<file path="config.mk">
export PLATFORM = sky130hd
export DESIGN_NAME = min_max_stack_unit
export DESIGN_NICKNAME = d
export VERILOG_FILES = /design/src/rtl/core/mms_pkg.sv /design/src/rtl/core/min_max_stack_unit.sv /design/src/rtl/core/mms_ram.sv
export SDC_FILE = /design/constraint.sdc
export NUM_CORES = 2
export LEC_CHECK = 0
export BUFFER_PORTS_ARGS = -buffer_cell sky130_fd_sc_hd__buf_2
export CAP_MARGIN = 20
export CELL_PAD_IN_SITES_DETAIL_PLACEMENT = 1
export CELL_PAD_IN_SITES_GLOBAL_PLACEMENT = 1
export CORE_MARGIN = 8
export CORE_UTILIZATION = 40
export CTS_CLUSTER_SIZE = 40
export DETAILED_ROUTE_END_ITERATION = 8
export HOLD_SLACK_MARGIN = 0.02
export PLACE_DENSITY_LB_ADDON = 0.25
export SLEW_MARGIN = 5
export SYNTH_ARGS = -nofsm -noshare
export SYNTH_HDL_FRONTEND = slang
export SYNTH_SLANG_ARGS = --single-unit
</file>
<file path="constraint.sdc">
create_clock -name clk -period 10.65 [get_ports clk]
set_input_delay 2.13 -clock clk [delete_from_list [all_inputs] [get_ports clk]]
set_output_delay 2.13 -clock clk [all_outputs]
set_load 0.01 [all_outputs]
</file>
<file path="src/rtl/core/mms_pkg.sv">
// mms_pkg: shared constants and types of the min/max stack unit.
// No dependencies; used by min_max_stack_unit.
package mms_pkg;

	localparam int DEPTH_DEF      = 64;
	localparam int VALUE_BITS_DEF = 32;
	localparam int FIELD_BITS     = 32;
	localparam int COUNT_BITS     = 7;

	localparam logic MODE_PUSH = 1'b0;
	localparam logic MODE_POP  = 1'b1;

	typedef enum logic [1:0] {
		ST_OK    = 2'd0,
		ST_FULL  = 2'd1,
		ST_EMPTY = 2'd2
	} status_t;

	typedef enum logic {
		FSM_IDLE,
		FSM_LOAD
	} fsm_t;

endpackage

</file>
<file path="src/rtl/core/min_max_stack_unit.sv">
// min_max_stack_unit: LIFO stack of signed values reporting min and max.
// Depends on mms_pkg and mms_ram (value stack and extremes ring).
//
// Usage:
//   Command word in: mode/value, taken at a rising edge with start high and
//   busy low. mode = push value or pop top.
//   Result word out: top_value, min_value, max_value, item_count and status,
//   shown for exactly one cycle with done high. The receiver cannot stall.
// Timing: after acceptance the sequencer enters FSM_LOAD; done and the
//   result word are registered as it leaves that state.
// Sequence: in the accepting cycle the unit compares against the
//   cached top/min/max registers, decides the operation, writes the two RAMs
//   and issues the refill reads; in FSM_LOAD it takes the registered RAM
//   read data into the caches. busy is high in FSM_LOAD only, so no new
//   command is taken while the last one refills; the next command may be
//   accepted in the cycle that the previous result is on the ports.
// Status: ST_FULL when a push finds the stack full (dropped), ST_EMPTY when
//   a pop finds it empty (no change). When empty, all values read as zero.
// Reset: arst_n clears counts, ring indices and the sequencer. The RAMs are
//   not cleared; only entries below the counts are ever used.
module min_max_stack_unit #(
	parameter int DEPTH      = mms_pkg::DEPTH_DEF,
	parameter int VALUE_BITS = mms_pkg::VALUE_BITS_DEF
) (
	input  logic                               clk,
	input  logic                               arst_n,
	input  logic                               start,
	output logic                               busy,
	input  logic                               mode,
	input  logic signed [mms_pkg::FIELD_BITS-1:0] value,
	output logic                               done,
	output logic signed [mms_pkg::FIELD_BITS-1:0] top_value,
	output logic signed [mms_pkg::FIELD_BITS-1:0] min_value,
	output logic signed [mms_pkg::FIELD_BITS-1:0] max_value,
	output logic [mms_pkg::COUNT_BITS-1:0]     item_count,
	output logic [1:0]                         status
);

	localparam int AW = $clog2(DEPTH);
	localparam int CW = $clog2(DEPTH + 1);
	localparam int FB = mms_pkg::FIELD_BITS;

	// ring index step with wrap at DEPTH (DEPTH need not be a power of two)
	function automatic logic [AW-1:0] ring_inc(input logic [AW-1:0] i);
		return (i == AW'(DEPTH - 1)) ? '0 : i + AW'(1);
	endfunction

	function automatic logic [AW-1:0] ring_dec(input logic [AW-1:0] i);
		return (i == '0) ? AW'(DEPTH - 1) : i - AW'(1);
	endfunction

	// sequencer
	mms_pkg::fsm_t state_q, state_d;
	logic          accept;

	// architectural state; ring entries are cached at both ends
	logic [CW-1:0]                cnt_q, ext_cnt_q;
	logic [AW-1:0]                front_q, back_q;
	logic signed [VALUE_BITS-1:0] top_q, min_q, max_q;

	// refill bookkeeping between acceptance and FSM_LOAD of one command
	logic             refill_top_s1, refill_min_s1, refill_max_s1;
	mms_pkg::status_t status_s1;

	// result word
	logic                        done_q;
	logic signed [FB-1:0]        top_value_q, min_value_q, max_value_q;
	logic [mms_pkg::COUNT_BITS-1:0] item_count_q;
	mms_pkg::status_t            status_q;

	// RAM ports
	logic                  stk_we, ext_we;
	logic [AW-1:0]         stk_waddr, ext_waddr, stk_raddr, ext_raddr;
	logic [VALUE_BITS-1:0] stk_rdata, ext_rdata;

	// decode of the incoming command
	logic signed [VALUE_BITS-1:0] v;
	logic                         is_push, push_ok, pop_ok;
	logic                         to_back, to_front, del_back, del_front;
	logic [CW-1:0]                cnt_m2;

	always_comb begin
		state_d = state_q;
		busy    = 1'b0;
		accept  = 1'b0;
		unique case (state_q)
			mms_pkg::FSM_IDLE: begin
				accept = start;
				if (start) begin
					state_d = mms_pkg::FSM_LOAD;
				end
			end
			mms_pkg::FSM_LOAD: begin
				busy    = 1'b1;
				state_d = mms_pkg::FSM_IDLE;
			end
			default: begin
				state_d = mms_pkg::FSM_IDLE;
			end
		endcase
	end

	always_ff @(posedge clk or negedge arst_n) begin
		if (!arst_n) begin
			state_q <= mms_pkg::FSM_IDLE;
		end else begin
			state_q <= state_d;
		end
	end

	always_comb begin
		v         = VALUE_BITS'(value);
		is_push   = (mode == mms_pkg::MODE_PUSH);
		push_ok   = is_push && (cnt_q != CW'(DEPTH));
		pop_ok    = !is_push && (cnt_q != '0);
		// ring never outgrows the stack, so it has room whenever the stack does
		to_back   = push_ok && ((ext_cnt_q == '0) || (v <= min_q));
		to_front  = push_ok && !to_back && (v >= max_q);
		del_back  = pop_ok && (ext_cnt_q != '0) && (top_q == min_q);
		del_front = pop_ok && (ext_cnt_q != '0) && !del_back && (top_q == max_q);
		cnt_m2    = cnt_q - CW'(2);

		stk_we    = accept && push_ok;
		stk_waddr = cnt_q[AW-1:0];
		stk_raddr = cnt_m2[AW-1:0];   // next top after a pop; unused if it empties

		ext_we    = accept && (to_back || to_front);
		ext_waddr = to_back ? back_q : ring_dec(front_q);
		ext_raddr = del_back ? ring_dec(ring_dec(back_q)) : ring_inc(front_q);
	end

	mms_ram #(
		.WIDTH(VALUE_BITS),
		.DEPTH(DEPTH)
	) u_stack_ram (
		.clk  (clk),
		.we   (stk_we),
		.waddr(stk_waddr),
		.wdata(v),
		.raddr(stk_raddr),
		.rdata(stk_rdata)
	);

	mms_ram #(
		.WIDTH(VALUE_BITS),
		.DEPTH(DEPTH)
	) u_ext_ram (
		.clk  (clk),
		.we   (ext_we),
		.waddr(ext_waddr),
		.wdata(v),
		.raddr(ext_raddr),
		.rdata(ext_rdata)
	);

	// control state
	always_ff @(posedge clk or negedge arst_n) begin
		if (!arst_n) begin
			cnt_q         <= '0;
			ext_cnt_q     <= '0;
			front_q       <= '0;
			back_q        <= '0;
			refill_top_s1 <= 1'b0;
			refill_min_s1 <= 1'b0;
			refill_max_s1 <= 1'b0;
			done_q        <= 1'b0;
		end else begin
			done_q <= (state_q == mms_pkg::FSM_LOAD);
			if (accept) begin
				refill_top_s1 <= pop_ok;
				refill_min_s1 <= del_back;
				refill_max_s1 <= del_front;
				if (push_ok) begin
					cnt_q <= cnt_q + CW'(1);
				end else if (pop_ok) begin
					cnt_q <= cnt_q - CW'(1);
				end
				if (to_back || to_front) begin
					ext_cnt_q <= ext_cnt_q + CW'(1);
				end else if (del_back || del_front) begin
					ext_cnt_q <= ext_cnt_q - CW'(1);
				end
				if (to_back) begin
					back_q <= ring_inc(back_q);
				end else if (del_back) begin
					back_q <= ring_dec(back_q);
				end
				if (to_front) begin
					front_q <= ring_dec(front_q);
				end else if (del_front) begin
					front_q <= ring_inc(front_q);
				end
			end
		end
	end

	// cached ends and result word
	logic signed [VALUE_BITS-1:0] top_n, min_n, max_n;

	always_comb begin
		top_n = refill_top_s1 ? $signed(stk_rdata) : top_q;
		min_n = refill_min_s1 ? $signed(ext_rdata) : min_q;
		max_n = refill_max_s1 ? $signed(ext_rdata) : max_q;
	end

	always_ff @(posedge clk) begin
		if (accept) begin
			status_s1 <= push_ok || pop_ok ? mms_pkg::ST_OK :
			             is_push ? mms_pkg::ST_FULL : mms_pkg::ST_EMPTY;
			if (push_ok) begin
				top_q <= v;
			end
			if (to_back) begin
				min_q <= v;
				if (ext_cnt_q == '0) begin
					max_q <= v;
				end
			end
			if (to_front) begin
				max_q <= v;
			end
		end
		if (state_q == mms_pkg::FSM_LOAD) begin
			top_q        <= top_n;
			min_q        <= min_n;
			max_q        <= max_n;
			top_value_q  <= (cnt_q != '0) ? FB'(top_n) : '0;
			min_value_q  <= (cnt_q != '0 && ext_cnt_q != '0) ? FB'(min_n) : '0;
			max_value_q  <= (cnt_q != '0 && ext_cnt_q != '0) ? FB'(max_n) : '0;
			item_count_q <= mms_pkg::COUNT_BITS'(cnt_q);
			status_q     <= status_s1;
		end
	end

	assign done       = done_q;
	assign top_value  = top_value_q;
	assign min_value  = min_value_q;
	assign max_value  = max_value_q;
	assign item_count = item_count_q;
	assign status     = status_q;

endmodule

</file>
<file path="src/rtl/core/mms_ram.sv">
// mms_ram: generic single-clock RAM, one write port and one read port,
// registered read data. No dependencies.
module mms_ram #(
	parameter int WIDTH = 32,
	parameter int DEPTH = 64
) (
	input  logic                     clk,
	input  logic                     we,
	input  logic [$clog2(DEPTH)-1:0] waddr,
	input  logic [WIDTH-1:0]         wdata,
	input  logic [$clog2(DEPTH)-1:0] raddr,
	output logic [WIDTH-1:0]         rdata
);

	logic [WIDTH-1:0] mem [DEPTH];

	always_ff @(posedge clk) begin
		if (we) begin
			mem[waddr] <= wdata;
		end
		rdata <= mem[raddr];
	end

endmodule

</file>
* Word level (Yosys, flattened, before mapping)
Memories as Yosys holds them, arrays and structs flattened. A register that Yosys moved wholly into a read port is not among the register bits. Index checks and enable logic that the tools add are counted. W data, S select, Z words.
Storage, ports and cells: flip-flop bits (word level) 234, bits in writable memories 4096, output and inout port bits 107, memories 2
Cells by class: add/sub/neg operators 10, magnitude comparators 2, equality and inequality tests 5, muxes and demuxes 38, bitwise gates (word level) 2, reductions and logical operators 40
Memories:
- u_ext_ram.mem | depth 64, width 32, read ports 1, clocked after memory_dff 1, write ports 1, line mms_ram.sv:15 | logic [WIDTH-1:0] mem [DEPTH];
- u_stack_ram.mem | depth 64, width 32, read ports 1, clocked after memory_dff 1, write ports 1, line mms_ram.sv:15
Operator list (count):
- $mux W32 | 14
- $mux W6 | 11
- $eq A32 B32 Y1 | 2
- $ge A32 B32 Y1 | 1
- $le A32 B32 Y1 | 1
- $mux W7 | 4
- $logic_not A6 Y1 | 3
- $sub A6 B1 Y6 const B | 3
- $add A7 B1 Y7 const B | 2
- $reduce_bool A2 Y1 | 7
- $reduce_bool A7 Y1 | 2
- $sub A7 B1 Y7 const B | 2
- $add A6 B1 Y6 const B | 2
- $eq A6 B6 Y1 const B | 2
- $logic_and A1 B1 Y1 | 12
- $reduce_and A2 Y1 | 6
- $logic_not A7 Y1 | 1
- $mux W1 | 7
- $ne A7 B7 Y1 const B | 1
- $reduce_bool A3 Y1 | 2
- $sub A6 B2 Y6 const B | 1
- $logic_or A1 B1 Y1 | 4
- $reduce_and A3 Y1 | 1
- $logic_not A1 Y1 | 2
- other kinds (3) | 4

* Depth between registers and ports, before layout
word-level depth 10, mapped depth 22, mapped depth without buffers 21

* By module
A second synthesis with hierarchy kept.
Unflattened totals: cells, all modules 7842, area, all modules 170123.2 um^2
Modules (own cells, without submodules):
- mms_ram | times used 2, cells each 3324, area each 78515.3 um^2, seq. area each 62139.6 um^2
- min_max_stack_unit | times used 1, cells each 1194, area each 13092.6 um^2, seq. area each 6871.6 um^2

* Least setup slack after synthesis
Ideal clock, no wire load.
kind input to register, from in value[17] (netlist name), to mem u_ext_ram.mem[22][0], enable pin, data arrival time 7010 ps, required time 10189 ps, path slack 3179 ps, cell stages on the path 12, cell sequence ha_1 > a21o_1 > a21o_1 > a21o_1 > a221o_1 > a21oi_1 > a21boi_0 > o31ai_1 > nand2_1 > clkbuf_1 > mux2i_1 > nor3_1
Between the ends: cells in the longest elaborated chain, start to end 10
Ends and longest elaborated chain:
- from (decl) | line min_max_stack_unit.sv:30 | input logic signed [mms_pkg::FIELD_BITS-1:0] value,
- $le A32 B32 Y1 | line min_max_stack_unit.sv:117 | to_back = push_ok && ((ext_cnt_q == '0) || (v <= min_q));
- $logic_or A1 B1 Y1 | line min_max_stack_unit.sv:117
- $logic_and A1 B1 Y1 | line min_max_stack_unit.sv:117
- $logic_not A1 Y1 | line min_max_stack_unit.sv:118 | to_front = push_ok && !to_back && (v >= max_q);
- $logic_and A1 B1 Y1 (2 in series) | line min_max_stack_unit.sv:118
- $logic_or A1 B1 Y1 | line min_max_stack_unit.sv:127 | ext_we = accept && (to_back || to_front);
- $logic_and A1 B1 Y1 | line min_max_stack_unit.sv:127
- $mux W1 | line mms_ram.sv:18 | if (we) begin
- $mux W1 (implied by the code) | line mms_ram.sv:19 | mem[waddr] <= wdata;
- to (decl) | line mms_ram.sv:15
Parallel ways exist; a longest one is shown, timed or not.

* Final worst setup path
from reg cnt_q[1], to reg u_ext_ram.rdata[18] (read register of u_ext_ram.mem)
Between the ends: cells in the longest elaborated chain, start to end 5
Ends and longest elaborated chain:
- from (decl) | line min_max_stack_unit.sv:57 | logic [CW-1:0] cnt_q, ext_cnt_q;
- from (signal assigned) | line min_max_stack_unit.sv:174 | cnt_q <= cnt_q + CW'(1);
- from (signal assigned) | line min_max_stack_unit.sv:176 | cnt_q <= cnt_q - CW'(1);
- $reduce_bool A7 Y1 | line min_max_stack_unit.sv:115 | pop_ok = !is_push && (cnt_q != '0);
- $logic_and A1 B1 Y1 | line min_max_stack_unit.sv:115
- $logic_and A1 B1 Y1 (2 in series) | line min_max_stack_unit.sv:119 | del_back = pop_ok && (ext_cnt_q != '0) && (top_q == min_q);
- $mux W6 | line min_max_stack_unit.sv:129 | ext_raddr = del_back ? ring_dec(ring_dec(back_q)) : ring_inc(front_q);
- to (decl) | line mms_ram.sv:12 | output logic [WIDTH-1:0] rdata
No other way between the ends. A chain may end at the register's enable or synchronous reset.

==> run_results.csv <==
group,metric,value,unit
setup_path,critPathArrivalTime,7760,ps
clock_network,cts.sinks,4394,
power,leakage,64.2,nW
synthesis,syn_nets,10667,
power,ir_worst_vdd,0.465,mV
route,drtAntennaViolNets,0,
route,dr.pass1.iters,6,
clock_network,post-cts-setup-buffers,0,
setup_path,r2r_slack,3800,ps
clock_network,htreeDepth,5,
power,powerDensity,280,nW/um^2
floorplanning,fp.dieW,673,um
place,placed_area,182000,um^2
synthesis,seq_area_frac_synth,0.759,
synthesis,yosys.cell_types.count,76,
setup_path,cp_slowest_stage_delay,990,ps
place,globalplace.congestion,0.924,
global_route,antenna_found_initial,66,
timing,setup_viol,0,
global_route,grt_max_degree,181,
hold_path,hp-class,"register to register",
setup_path,cp_cell_sequence,"or3_1, nor4b_4, buf_4, nand3b_1, or3_1, mux2i_2, inv_2, nor2_4, buf_12, nand3_1, a41oi_1, or4_1",
timing,max_freq,146,MHz
cells_and_area,synthToLayoutAreaGrowth,14.2,%
timing,slew_viol_final,0,
synthesis,syn_inst,10542,
global_route,grt_use_total,0.248,
setup_path,rr_startpoint,"cnt_q[1]",
timing,hold_viol_final,0,
cells_and_area,final_util,0.458,
synthesis,synth-seq-cells,4394,
setup_path,worstRegToRegCells,12,
timing,fin_skew,74.6,ps
clock_network,clk_latency,1010,ps
synthesis,syn_area,173000,um^2
setup_path,cp_slowest_cell,"a41oi_1",
synthesis,yosys_warnings,0,
synthesis,async_flop_share,0.00706,
setup_path,worst-setup-path-type,"register to register",
clock_network,ctsResizeCount,0,
floorplanning,floorplan.initialDensity,0.401,
setup_path,reg2reg_to,"u_ext_ram.rdata[18]",
global_route,grt_pass1_wl,801000,um
cells_and_area,final_area,197000,um^2
setup_path,worstPathRequired,11560,ps
route,routedWlPerCell,34.1,um
clock_network,clk_root_buffer_cell,"clkbuf_16",
setup_path,cp_max_fo,71,
timing,finalCriticalPeriod,6850,ps
setup_path,cp_num_buf_inv,3,
route,drt-total-wl,579000,um
setup_path,end_kind,"register",
timing,setup-tns-final,0,ps
global_route,grt_pass1_vias,100594,
timing,tightest_slew,1270,ps
flow_run,timing.max_cap.violations,0,
synthesis,synth_area_per_cell,16.4,um^2
cells_and_area,reg_top3,"u_ext_ram.mem x2048, u_stack_ram.mem x2048",
cells_and_area,nets,10959,
route,drc,0,
global_route,gr-total-overflow,0,
clock_network,clk_pin_slew,60,ps
clock_network,cts.path.max_buffers,4,
floorplanning,ios,143,
synthesis,synth_top_flop_cell,"edfxtp_1",
synthesis,synth_edf_count,4299,
setup_path,worst_setup_path_start_kind,"register",
setup_path,crit_top_cell,"or3_1",
clock_network,cts_made_buffers,450,
floorplanning,die_area,453000,um^2
setup_path,path_delay_family,"simple AND/OR/NAND/NOR gates",
status,status,"complete, no violations",
power,finalPower,55.2,mW
place,portBuffers,142,
timing,finalCritPeriodShare,0.643,
hold_path,min_to,"status[1]",
floorplanning,core,431000,um^2
clock_network,tritoncts,"built",
clock_network,hold_buffers,0,
cells_and_area,drive_gt1_frac,0.175,
floorplanning,chipHeight,673,um
route,via_per_inst,5.88,
timing,rsz0062_at_grt,"no",
place,hpwlAfterDp,351000,um
route,drtIter0Drc,12462,
floorplanning,row_count,241,
timing,max_slew_margin,0.150,
hold_path,hold_path_depth,0,
hold_path,hp-start,"status_s1[1]",
route,via_count,99740,
## cell type report
class / count / area (um^2)
Antenna cell: 36 / 90.1
Fill cell: 41223 / 233000
Multi-Input combinational cell: 5437 / 40100
Inverter: 91 / 342
Sequential cell: 4394 / 131000
Clock inverter: 287 / 2610
Tap cell: 5710 / 7140
Timing Repair Buffer: 460 / 3990
Clock buffer: 552 / 11900
## per-layer routing
layer  global-route usage  wire length, um
met5                    0               59
met1                0.328           228000
met4                0.110            29900
met3               0.0323            38500
met2                0.413           282000
## stage by stage
stage | setup WS [ps] | hold slack (ps) | instances
floorplan | 3180 | 400 | 10542
finish | 3800 | 428 | 16967
CTS | 3870 | 427 | 16909
global route | 3650 | 429 | 16947
detailed placement | 2850 | 413 | 16070
global placement | 2810 | 420 | 16053
## cell usage after synthesis, types with 7 or more instances
| master | n | share of area |
|---|---|---|
| nand4_1 | 22 | 0.00080 |
| nand2b_1 | 8 | 0.00029 |
| a21oi_1 | 138 | 0.0040 |
| xor2_1 | 59 | 0.0030 |
| a41oi_1 | 126 | 0.0064 |
| a21o_1 | 30 | 0.0013 |
| nor2b_1 | 12 | 0.00043 |
| edfxtp_1 | 4299 | 0.75 |
| xnor2_1 | 33 | 0.0017 |
| a211oi_1 | 13 | 0.00056 |
| o211ai_1 | 7 | 0.00030 |
| nor2_1 | 286 | 0.0062 |
| clkbuf_1 | 412 | 0.0089 |
| dfrtp_1 | 31 | 0.0045 |
| and3_1 | 8 | 0.00029 |
| buf_2 | 119 | 0.0034 |
| or4_1 | 31 | 0.0013 |
| buf_4 | 7 | 0.00030 |
| nand3_1 | 1506 | 0.044 |
| o21ai_0 | 33 | 0.00096 |
| nand2_1 | 2063 | 0.045 |
| o21bai_1 | 8 | 0.00035 |
| inv_1 | 89 | 0.0019 |
| mux4_2 | 664 | 0.087 |
| mux2i_1 | 143 | 0.0083 |
| buf_1 | 81 | 0.0018 |
| dfxtp_1 | 64 | 0.0074 |
| nor3_1 | 19 | 0.00055 |
| nor4_1 | 21 | 0.00076 |
| a31oi_1 | 11 | 0.00040 |
| ha_1 | 87 | 0.0063 |
| mux2_2 | 21 | 0.0014 |
## report_power, final
group | switching (mW) | internal (mW)
clock | 6.76 | 8.92
sequential | 0.609 | 19.5
combinational | 13.2 | 6.16
## cell usage in the layout (no fill, tap or decap), drive strengths merged, types with 13 or more instances in the layout
cell / count
a211oi: 13
a21o: 30
a21oi: 138
a41oi: 126
buf: 460
bufinv: 41
clkbuf: 552
clkinv: 233
dfrtp: 31
dfxtp: 64
diode: 36
edfxtp: 4299
ha: 87
inv: 99
mux2: 22
mux2i: 145
mux4: 664
nand2: 2063
nand3: 1506
nand4: 22
nor2: 289
nor3: 19
nor4: 21
o21ai: 35
or4: 31
xnor2: 33
xor2: 59
## worst register-to-register path, delay by kind of cell (launching register included)
kind                   cells  cell delay [ps]
muxes                      1              810
AOI/OAI and AO/OA          1              990
DFF                        1              670
buffers and inverters      3             1190
and+or+nand+nor            7             3110
## how the worst max path moves through the flow
stage	start	endpoint	slack, ps	cells past startpoint
4_1_cts	value[10]	u_ext_ram.mem[8][19]	3870	12
3_5_place_dp	value[10]	u_ext_ram.mem[8][2]	2850	12
6_report	cnt_q[1]	u_ext_ram.rdata[18]	3800	12
5_1_grt	value[10]	u_ext_ram.mem[11][13]	3650	13
3_3_place_gp	value[10]	u_ext_ram.mem[12][13]	2810	12
2_1_floorplan	value[17]	u_ext_ram.mem[22][0]	3180	12
## logic make-up after synthesis
family,count (synthesis),share of synthesized area
DFF,4394,0.759
buffers and inverters,711,0.0165
AOI/OAI and AO/OA,423,0.0170
xor gates and xnor gates,92,0.00466
and+or+nand+nor,4002,0.100
adders and majority gates,89,0.00653
muxes,831,0.0964
Power figures use the tool's default switching activity.
